**config.mk**
```make
export PLATFORM = sky130hd
export DESIGN_NAME = jtm_sqrt_pipe
export DESIGN_NICKNAME = d
export VERILOG_FILES = /design/src/design/joystick_to_thruster_mixer_macros.svh /design/src/design/jtm_pkg.sv /design/src/design/jtm_sqrt_pipe.sv
export SDC_FILE = /design/constraint.sdc
export NUM_CORES = 1
export LEC_CHECK = 0
export BUFFER_PORTS_ARGS = -buffer_cell sky130_fd_sc_hd__buf_2
export CAP_MARGIN = 20
export CORE_MARGIN = 2
export CORE_UTILIZATION = 31
export CTS_BUF_LIST = sky130_fd_sc_hd__clkbuf_16
export DETAILED_ROUTE_END_ITERATION = 8
export GPL_ROUTABILITY_DRIVEN = 0
export SLEW_MARGIN = 20
export SYNTH_ARGS = -nofsm -noshare
export SYNTH_HDL_FRONTEND = slang
export SYNTH_SLANG_ARGS = --single-unit
```
**constraint.sdc**
```tcl
create_clock -name clk -period 9.6 [get_ports clk]
set_input_delay 0.48 -clock clk [delete_from_list [all_inputs] [get_ports clk]]
set_output_delay 0.48 -clock clk [all_outputs]
set_load 0.03 [all_outputs]
```
**src/design/joystick_to_thruster_mixer_macros.svh**
```systemverilog
// Assertion helpers for the thruster mixer.
`ifndef JOYSTICK_TO_THRUSTER_MIXER_MACROS_SVH
`define JOYSTICK_TO_THRUSTER_MIXER_MACROS_SVH

`ifndef SYNTHESIS

// Same-cycle (or sequence) implication checked at every rising clock edge.
`define JTM_ASSERT_IMP(lbl, clk_s, rst_s, ante, cons) \
    lbl: assert property (@(posedge clk_s) disable iff (!rst_s) (ante) |-> cons) \
        else $error("mixer check failed");

// Next-cycle implication.
`define JTM_ASSERT_NXT(lbl, clk_s, rst_s, ante, cons) \
    lbl: assert property (@(posedge clk_s) disable iff (!rst_s) (ante) |=> cons) \
        else $error("mixer check failed");

`else

`define JTM_ASSERT_IMP(lbl, clk_s, rst_s, ante, cons)
`define JTM_ASSERT_NXT(lbl, clk_s, rst_s, ante, cons)

`endif

`endif

```
**src/design/jtm_pkg.sv**
```systemverilog
`timescale 1ns / 1ps
package jtm_pkg;

    // Configuration register fields
    localparam int DZ_W = 15;
    localparam logic [DZ_W-1:0] DZ_RESET = 15'd1638;

    // Output field width and flag byte layout
    localparam int THR_W = 8;
    localparam logic [THR_W-1:0] FLAGS_BASE = 8'h81;
    localparam int FLAG_LEFT_REV = 1;
    localparam int FLAG_RIGHT_REV = 2;
    localparam int FLAG_CENTER_REV = 3;

    // 1/cos(pi/8) in Q1.30
    localparam int SEC_W = 31;
    localparam logic [SEC_W-1:0] SEC_PI8 = 31'd1162209775;
    localparam int SEC_SHIFT = 30;

    // Register index (byte address bit 2)
    typedef enum logic {
        REG_STICK_DZ  = 1'b0,
        REG_CENTER_DZ = 1'b1
    } reg_idx_t;

    // Control travelling alongside the square-root payload
    typedef struct packed {
        logic valid;
    } sqrt_ctl_t;

endpackage

```
**src/design/jtm_sqrt_pipe.sv**
```systemverilog
`timescale 1ns / 1ps
module jtm_sqrt_pipe #(
    parameter int W = 15,
    parameter int SIDE_W = 8
) (
    input  logic                  clk,
    input  logic                  rst_n,
    input  jtm_pkg::sqrt_ctl_t    ctl_in,
    input  logic [2*W-1:0]        n,
    input  logic [SIDE_W-1:0]     side_in,
    output jtm_pkg::sqrt_ctl_t    ctl_out,
    output logic [W-1:0]          root,
    output logic [SIDE_W-1:0]     side_out
);
    import jtm_pkg::*;

    // Two result bits resolved per stage
    localparam int NS = (W + 1) / 2;

    logic [2*W-1:0]    n_reg    [NS];
    logic [W+1:0]      rem_reg  [NS];
    logic [W-1:0]      root_reg [NS];
    logic [SIDE_W-1:0] side_reg [NS];
    logic              vld_reg  [NS];

    for (genvar s = 0; s < NS; s++) begin : g_stage
        logic [2*W-1:0]    n_src;
        logic [W+1:0]      rem_src;
        logic [W-1:0]      root_src;
        logic [SIDE_W-1:0] side_src;
        logic              vld_src;
        logic [2*W-1:0]    n_v    [3];
        logic [W+1:0]      rem_v  [3];
        logic [W-1:0]      root_v [3];
        logic [W+1:0]      rem_sh [2];
        logic [W+1:0]      trial  [2];

        if (s == 0) begin : g_first
            assign n_src    = n;
            assign rem_src  = '0;
            assign root_src = '0;
            assign side_src = side_in;
            assign vld_src  = ctl_in.valid;
        end else begin : g_next
            assign n_src    = n_reg[s-1];
            assign rem_src  = rem_reg[s-1];
            assign root_src = root_reg[s-1];
            assign side_src = side_reg[s-1];
            assign vld_src  = vld_reg[s-1];
        end

        always_comb
        begin
            n_v[0]    = n_src;
            rem_v[0]  = rem_src;
            root_v[0] = root_src;
            for (int j = 0; j < 2; j++)
            begin
                rem_sh[j] = {rem_v[j][W-1:0], n_v[j][2*W-1 -: 2]};
                trial[j]  = {root_v[j], 2'b01};
                if (2 * s + j < W)
                begin
                    n_v[j+1] = {n_v[j][2*W-3:0], 2'b00};
                    if (rem_sh[j] >= trial[j])
                    begin
                        rem_v[j+1]  = rem_sh[j] - trial[j];
                        root_v[j+1] = {root_v[j][W-2:0], 1'b1};
                    end
                    else
                    begin
                        rem_v[j+1]  = rem_sh[j];
                        root_v[j+1] = {root_v[j][W-2:0], 1'b0};
                    end
                end
                else
                begin
                    n_v[j+1]    = n_v[j];
                    rem_v[j+1]  = rem_v[j];
                    root_v[j+1] = root_v[j];
                end
            end
        end

        always_ff @(posedge clk or negedge rst_n)
        begin
            if (!rst_n)
            begin
                vld_reg[s] <= 1'b0;
            end
            else
            begin
                vld_reg[s] <= vld_src;
            end
        end

        always_ff @(posedge clk)
        begin
            n_reg[s]    <= n_v[2];
            rem_reg[s]  <= rem_v[2];
            root_reg[s] <= root_v[2];
            side_reg[s] <= side_src;
        end
    end

    assign ctl_out.valid = vld_reg[NS-1];
    assign root          = root_reg[NS-1];
    assign side_out      = side_reg[NS-1];

endmodule
```
Yosys cells after proc, flatten, opt, wreduce, memory -nomap -nowiden
Memories as Yosys holds them, arrays and structs flattened.
Index checks and enable logic that the tools add are counted.
- register bits after elaboration: 8
- bits in writable memories: 544
- input bits: 41
- output and inout bits: 24
- word-level logic and storage cells: 72
- memories: 4
- memories (name ; depth ; width ; read ports ; clocked after memory_dff ; wr ports ; line ; text):
    n_reg ; 8 ; 28 ; 7 ; 0 ; 8 ; jtm_sqrt_pipe.sv:20 ; logic [2*W-1:0] n_reg [NS];
    rem_reg ; 8 ; 17 ; 7 ; 0 ; 8 ; jtm_sqrt_pipe.sv:21 ; logic [W+1:0] rem_reg [NS];
    root_reg ; 8 ; 15 ; 8 ; 0 ; 8 ; jtm_sqrt_pipe.sv:22 ; logic [W-1:0] root_reg [NS];
    side_reg ; 8 ; 8 ; 8 ; 0 ; 8 ; jtm_sqrt_pipe.sv:23 ; logic [SIDE_W-1:0] side_reg [NS];
- $add $sub $neg: 15
- magnitude comparators: 15
- muxes and demuxes: 30
- operator list (kind ; number):
    $ge A17 B17 Y1 ; 13
    $mux W17 ; 8
    $sub A17 B17 Y17 ; 7
    $mux W15 ; 7
    $sub A15 B15 Y15 ; 6
    $ge A17 B3 Y1 ; 1
    $sub A17 B3 Y17 ; 1
    $mux W1 ; 15
    $sub A2 B1 Y3 const B ; 1
    $ge A2 B1 Y1 const B ; 1

Depth between registers and ports, before layout
Gate-level depths: netlist of the first run.
An unclocked memory read counts as a cell.
- depth in word-level cells: 5
- mapped depth: 23
- depth with buffers taken out: 21

Least setup slack after synthesis of the first run
No wires, ideal clock.
- path type: register to register
- start: mem root_reg[3][7], in the netlist root_reg[0][52]
- end: mem rem_reg[4][10] (netlist name)
- setup time: 0.123 ns
- arrival: 4.169 ns
- data required time: 9.477 ns
- slack: 5.308 ns
- cell stages (with the launch flop): 20
- buffers on the path: 3
- period minus slack after synthesis: 4.292 ns
- cell sequence: dfxtp_1 inv_1 ha_1 nand2_1 or4_1 o21bai_2 or2_1 buf_2 inv_2 clkbuf_1 nand2_1 o21ai_0 ha_1 and3_1 nand3_1 nor2_1 a2111oi_1 or3b_1 buf_2 mux2_1
- RTL lines (item ; line):
    start, declared ; jtm_sqrt_pipe.sv:22
    end, declared ; jtm_sqrt_pipe.sv:21

==> impl_results.md, run 1 <==
* Peak VDD IR at 0.119 mV
* Vias/cell at 4.81
* Final min period at 5.74 ns
* Layout fillers at ~4800
* Pin slew with the least headroom to its limit at 1.03 ns
* Post-cts gate resize count at 0
* Worst hold stages at 1
* GRT Max-Usage Layer: met2
* Net count after synthesis at 1759
* Clk_skew at 0.0248 ns
* Root buffer cell: clkbuf_16
* Most used DFF post-synth: dfxtp_1
* Yosys cell types at 99
* Number of enable flip-flop cells after synthesis at 0
* Register area at 6850 sq um
* R2R cell count at 18
* Initial antenna violation count at 0
* Antenna viol nets, final at 0
* Top-count cell post-synth: dfxtp_1
* Post-Synthesis Cells at roughly 1600
* Status: completed
* Max-Cap Viols at 0
* #FFs+latches synth at 340
* Worst path max stage delay at 0.65 ns
* Die width at 226 microns
* Worst path slowest cell: a311oi_2
* Clock sinks at 340
* Worst-path fanout max at 19
* Synth async-reset ratio at 0.0235
* Die area at 51000 sq um
* Post-CTS setup buffers at 0
* Ys Warns at 0
* Die H at roughly 230 microns
* DR vias at 11500
* Synth area leader: dfxtp_1
* Largest net degree at the start of global routing at 22
* Slack of the critical path at 3.86 ns
* Static Leak at 8.19 nW
* DR WL/cell at about 14 microns
* Mapped Avg Cell Area at 9.61 sq um
* Reg clk slew, reported paths at 0.06 ns
* Crit path DAT at 6.19 ns
* GR Layer Usage met1 at 0.157
* Crit Path Class: register to register
* Endpoints failing hold at 0
* Pre-CTS setup slack at 4.01 ns
* Peak Freq at 174 MHz
* Most common cell on crit path: a21oi_1
* Pwr Density at 314 nW/um^2
* Layout cells sized above 1 at 0.105
* Core Rows at 81
* RSZ-0062 raised after global routing: no
* Final setup viols at 0
* Starting density of the core at 0.313
* Total wire length at between 30000 and 40000 microns
* Total GRT Usage at 0.134
* Max FFs per register at just under 100
* DR iter-0 viols at 621
* CTS tree: built
* Synth top area share at 0.436
* TritonCTS Buffers at 40
* N_diodes at 0
* Critical Path End Type: register
* Worst path cell trace: inv_1 > ha_1 > nand4_1 > nor2_1 > a21o_1 > or3_1 > inv_2 > o31ai_1 > ha_1 > a21oi_1 > o21ai_0 > a21oi_1 > o21ai_0 > a21oi_1 > o31ai_1 > a311oi_2 > buf_4 > mux2_2
* Met2 usage at 0.235
* Nets at 1870
* Hold WC Path Type: input pin to register
* Vias in the first global route at around 11000
* Clk_lat worst skew at 0.57 ns
* Relative slew slack at 0.306
* Global-route wire length before repair at 55300 microns
* H-tree depth at 2
* Core box area at 48700 sq um
* Ports at 65
* Multi-input gate area at 7820 sq um
* Netlist Area Pre-Place at 15300 sq um
* Routing usage on met3 at 0.0238
* Post-CTS Hold Buffers at 35
* Grt ovf at 0
* P&R area growth vs syn at 17.5%
* Area contributors post-synth: dfxtp_1 44%, ha_1 11%, xnor2_1 4.7%
* Post-synth top cells: 332 x dfxtp_1, 135 x nor2_1, 131 x ha_1, 115 x a21oi_1, 112 x inv_1
* Total iterations of the first detailed-routing run at 5
* Max Transition Viols Final at 0
* Worst path required time at 10.05 ns
* DRC Markers at 0
* Max Root-Sink Buffers at 3
* Port Buffer Count at 64
* Period utilization at 0.598
* Hpwl dp at 26100 microns
* Worst setup SP type: register
* Sequential element share of the synthesized area at 0.449
* Setup TNS at 0 ns
[metrics by stage]
stage / instances / instance area, sq um / hold slack (ns) / util / power (mW)
2_1_floorplan: 1587 / 15300 / 0.184 / - / 3.58
3_3_place_gp: 2285 / 16300 / 0.311 / 0.333 / 4.07
3_5_place_dp: 2285 / 16300 / 0.312 / 0.333 / 4.10
4_1_cts: 2392 / 17900 / 0.00610 / 0.368 / 5.67
5_1_grt: 2392 / 17900 / 0.0256 / 0.368 / 6.01
6_report: 2392 / 17900 / 0.0555 / 0.368 / 5.63
[worst max-delay path, delay by kind of cell, from the launching register on]
| family | cells | cell delay (ns) |
|---|---|---|
| compound gates | 9 | 2.24 |
| simple gates | 3 | 1.10 |
| fa+ha+maj | 2 | 0.81 |
| buf+inv | 3 | 0.66 |
| flops | 1 | 0.44 |
| mux | 1 | 0.36 |
[where the power goes]
group | total, mW | internal (mW) | switching, mW
Sequential | 1.86 | 1.69 | 0.169
Clock | 1.51 | 0.895 | 0.619
Combinational | 2.26 | 0.959 | 1.30
[worst paths after layout]
| kind | from | endpoint | slack [ns] |
|---|---|---|---|
| max | root_reg[1][25] | rem_reg[6][3] | 3.86 |
| min | n[9] | n_reg[0][11] | 0.06 |
| max reg2reg | root_reg[1][25] | rem_reg[6][3] | 3.86 |
| min reg2reg | n_reg[2][17] | n_reg[3][21] | 0.32 |
| max in group asynchronous | rst_n | g_stage[7].vld_src | 9.12 |
| min in group asynchronous | rst_n | g_stage[1].vld_src | 0.31 |
[metal layers]
layer	part of all wire	up-vias
met1	0.44	5322
met4	0.039	0
met3	0.045	95
met2	0.48	279
li1	-	5808
met5	0	-
[cell type report]
type	instances	share of cell area
clock buffer	41	0.0572
sequential	340	0.382
timing repair buffer	100	0.0378
multi-input combinational	1102	0.436
clock inverter	31	0.0167
inverter	114	0.0239
tap	664	0.0463
[kinds of logic after synthesis]
kind of cell	Yosys count	share of synthesized area
AO/OA/AOI/OAI	364	0.158
XOR/XNOR	130	0.0761
adder cells (fa/ha/maj)	131	0.107
buffers and inverters	145	0.0385
flip-flops	340	0.449
multiplexers	22	0.0171
other	1	0.000246
AND/OR/NAND/NOR	454	0.154
[layout by cell type, fill, tap and decap left out, drive strengths merged, types with 8 or more instances in the layout]
cell,instances
dfxtp,332
nor2,137
ha,131
inv,121
a21oi,116
nand2,86
xnor2,84
o21ai,70
buf,65
xor2,46
clkbuf,41
nor3,41
a21o,40
dlygate4sd3,35
nand3,31
nor2b,21
o21a,20
or3,17
and2,16
nand4,15
nand2b,15
clkinv,15
nor4,14
mux2,14
and3,11
a211oi,11
or2,11
o211ai,10
a211o,10
dfrtp,8
mux2i,8
o21bai,8
a31o,8
a2111oi,8
No activity file was read; power rests on OpenSTA's default activity.
==> run 2: changes to the inputs <==
clock period = 5.5 ns   (was 9.6 ns; I/O delays follow)
==> run 2 against run 1 <==
  * Core utilization is 0.14 points higher
  * Global-route usage is 0.059 points lower
  * Maximum frequency is 8.9% higher
  * Register-to-register slack worse by 3.6 ns
  * Critical path type unchanged
  * Cell count is 0.59% higher
  * Flip-flop and latch count stayed put
  * Die area stayed put
  * Via count is 0.14% lower
  * Clock power is 68% higher
==> impl_results.md, run 2 (same netlist as run 1, synthesis figures left out) <==
* Status: completed
* Pwr Density at 540 nW/um^2 (+72%)
* Endpoints failing hold at 0 (unchanged)
* Layout cells sized above 1 at 0.106 (+0.000880)
* Core Rows at 81 (unchanged)
* Crit path DAT at 5.71 ns (-0.48 ns)
* N_diodes at 0 (unchanged)
* RSZ-0062 raised after global routing: no
* Worst hold stages at 3 (+2)
* Starting density of the core at 0.313 (unchanged)
* Fin util at 0.369 (+0.00141)
* Period utilization at 0.959 (+0.361)
* Comb power frac at 0.405 (+0.004)
* Max-Cap Viols at 0 (unchanged)
* Global-route wire length before repair at 55500 microns (+0.24%)
* Vias in the first global route at 11500 (+1.7%)
* Die area at 51000 sq um (unchanged)
* Peak Freq at 190 MHz (+8.9%)
* DR iter-0 viols at 579 (-6.8%)
* Worst-path fanout max at 17 (-2)
* Peak VDD IR at 0.262 mV (+120%)
* DRC Markers at 0 (unchanged)
* Vias/cell at 4.77 (-0.72%)
* Clk_lat worst skew at 0.57 ns (about the same)
* Antenna viol nets, final at 0 (unchanged)
* Root buffer cell: clkbuf_16
* Internal power at 6.13 mW (+73%)
* Clk_skew at 0.0231 ns (-0.00172 ns)
* Initial antenna violation count at 0 (unchanged)
* Switching share of total power at 0.369 (-0.00201)
* Die H at 226 microns (unchanged)
* R2R cell count at 20 (+2)
* Worst path max stage delay at 0.49 ns (-0.16 ns)
* Final min period at 5.27 ns (-0.468 ns)
* TritonCTS Buffers at 39 (-2.5%)
* Worst flop-to-flop path endpoint: rem_reg[3][4]
* Total GRT Usage at 0.134 (-0.000590)
* Total wire length at 33800 microns (-0.62%)
* Die width at 226 microns (unchanged)
* CTS tree: built
* Worst path cell trace: inv_1 > ha_1 > o21a_1 > or4_4 > nand3b_1 > nand3_1 > buf_4 > inv_1 > buf_4 > and2_1 > a31o_2 > ha_1 > a21o_1 > a21oi_1 > nor2b_1 > or2_2 > a2111oi_1 > nand4_1 > a21o_1 > mux2_4
* Nets at 1885 (+0.80%)
* Setup TNS at 0 ns (unchanged)
* Cell family with most CP delay: compound AO/OA/AOI/OAI gates
* H-tree depth at 2 (unchanged)
* Layout fillers at 4864 (+0.60%)
* Reg clk slew, reported paths at 0.06 ns (about the same)
* Core box area at 48700 sq um (unchanged)
* Hold WC Path Type: input pin to register
* Final setup viols at 0 (unchanged)
* Placed cell areas at 16300 sq um (+0.51%)
* Ports at 65 (unchanged)
* Grt ovf at 0 (unchanged)
* Hold EP: rem_reg[0][0]
* Reg power frac at 0.333 (+0.003)
* Total power at 9.72 mW (+73%)
* Crit path buf inv count at 4 (+1)
* Hold Path Origin: n[26]
* Sw Pwr at 3.58 mW (+72%)
* Most frequent cells in the layout: 332 x dfxtp_1, 135 x nor2_1, 131 x ha_1
* Critical Path End Type: register
* Worst path required time at 5.94 ns (-4.11 ns)
* Worst setup SP type: register
* Hpwl dp at 25800 microns (-1.1%)
* Total iterations of the first detailed-routing run at 5 (unchanged)
* Reg2reg setup slack at 0.23 ns (-3.63 ns)
* Slack of the critical path at 0.227 ns (-3.63 ns)
* P&R area growth vs syn at 18.0%
* Inst Count DP at 2296 (+0.48%)
* Pin slew with the least headroom to its limit at 0.728 ns (-0.301 ns)
* Worst R2R Start: root_reg[0][30]
* Relative slew slack at 0.511 (+0.205)
* Most common cell after layout, fill and taps aside: dfxtp_1
* Clk pwr share at 0.261 (-0.008)
* Clock sinks at 340 (unchanged)
* Max FFs per register at 99 (unchanged)
* Max Transition Viols Final at 0 (unchanged)
* Largest net degree at the start of global routing at 25 (+14%)
* Post-route cell area at 18000 sq um (+0.38%)
* Pre-CTS setup slack at 0.227 ns (-3.79 ns)
* Max Root-Sink Buffers at 3 (unchanged)
* Port Buffer Count at 64 (unchanged)
* DR WL/cell at 14.1 microns (-1.2%)
* Static Leak at 8.26 nW (+0.93%)
* Crit Path Class: register to register
* Worst path slowest cell: a2111oi_1
* Non-filler cells, final at 2406 (+0.59%)
* Hold_ws at 0.0687 ns (+0.0131 ns)
* DR vias at 11500 (-0.14%)
## run 2: worst max-delay path by stage
stage	endpoint	cells after the start	slack [ns]	startpoint
after CTS	rem_reg[3][4]	20	0.16	root_reg[0][30]
final	rem_reg[3][4]	20	0.23	root_reg[0][30]
after detailed placement	rem_reg[3][4]	20	0.23	root_reg[0][30]
after global placement	rem_reg[3][4]	20	0.27	root_reg[0][30]
after global routing	rem_reg[3][14]	21	0.03	root_reg[0][30]
after floorplan	rem_reg[4][10]	19	1.21	root_reg[0][52]
## run 2: power by group through the flow
| stage | clock, mW | sequential [mW] | combinational (mW) |
|---|---|---|---|
| finish | 2.54 | 3.24 | 3.94 |
| global route | 2.73 | 3.28 | 4.39 |
| CTS | 2.64 | 3.24 | 3.92 |
| detailed placement | 0 | 3.29 | 3.87 |
| global placement | 0 | 3.29 | 3.80 |
| floorplan | 0 | 3.20 | 3.06 |
## run 2: routing by layer
| metal | routed length [microns] | vias to the layer above | global-route usage |
|---|---|---|---|
| met5 | 0 | - | 0 |
| met2 | 16100 | 270 | 0.231 |
| met3 | 1490 | 86 | 0.0281 |
| met1 | 14900 | 5309 | 0.160 |
| met4 | 1270 | 0 | 0.0590 |
| li1 | - | 5823 | - |
## run 2: cell type report
| cell class | count | area [sq um] | area share |
|---|---|---|---|
| timing repair buffer | 116 | 811 | 0.0450 |
| multi-input combinational | 1102 | 7820 | 0.435 |
| sequential | 340 | 6850 | 0.380 |
| tap | 664 | 831 | 0.0462 |
| inverter | 114 | 428 | 0.0238 |
| clock inverter | 31 | 284 | 0.0158 |
| clock buffer | 39 | 976 | 0.0542 |
## run 2: worst reg2reg max path, delay by kind of cell (launching register included)
family / cells / cell delay, ns
buffers and inverters: 4 / 0.57
adders and majority gates: 2 / 0.65
and+or+nand+nor: 7 / 1.45
DFF: 1 / 0.43
AOI/OAI and AO/OA: 6 / 1.64
muxes: 1 / 0.40
## run 2: repair_timing
| item | 4_1_cts | 5_1_grt |
|---|---|---|
| hold buffers | 40 | 0 |
| resized for setup | 0 | 1 |
| hold endpoints to repair | 47 | 0 |
| setup endpoints to repair | 0 | 10 |
| setup buffers | 0 | 0 |
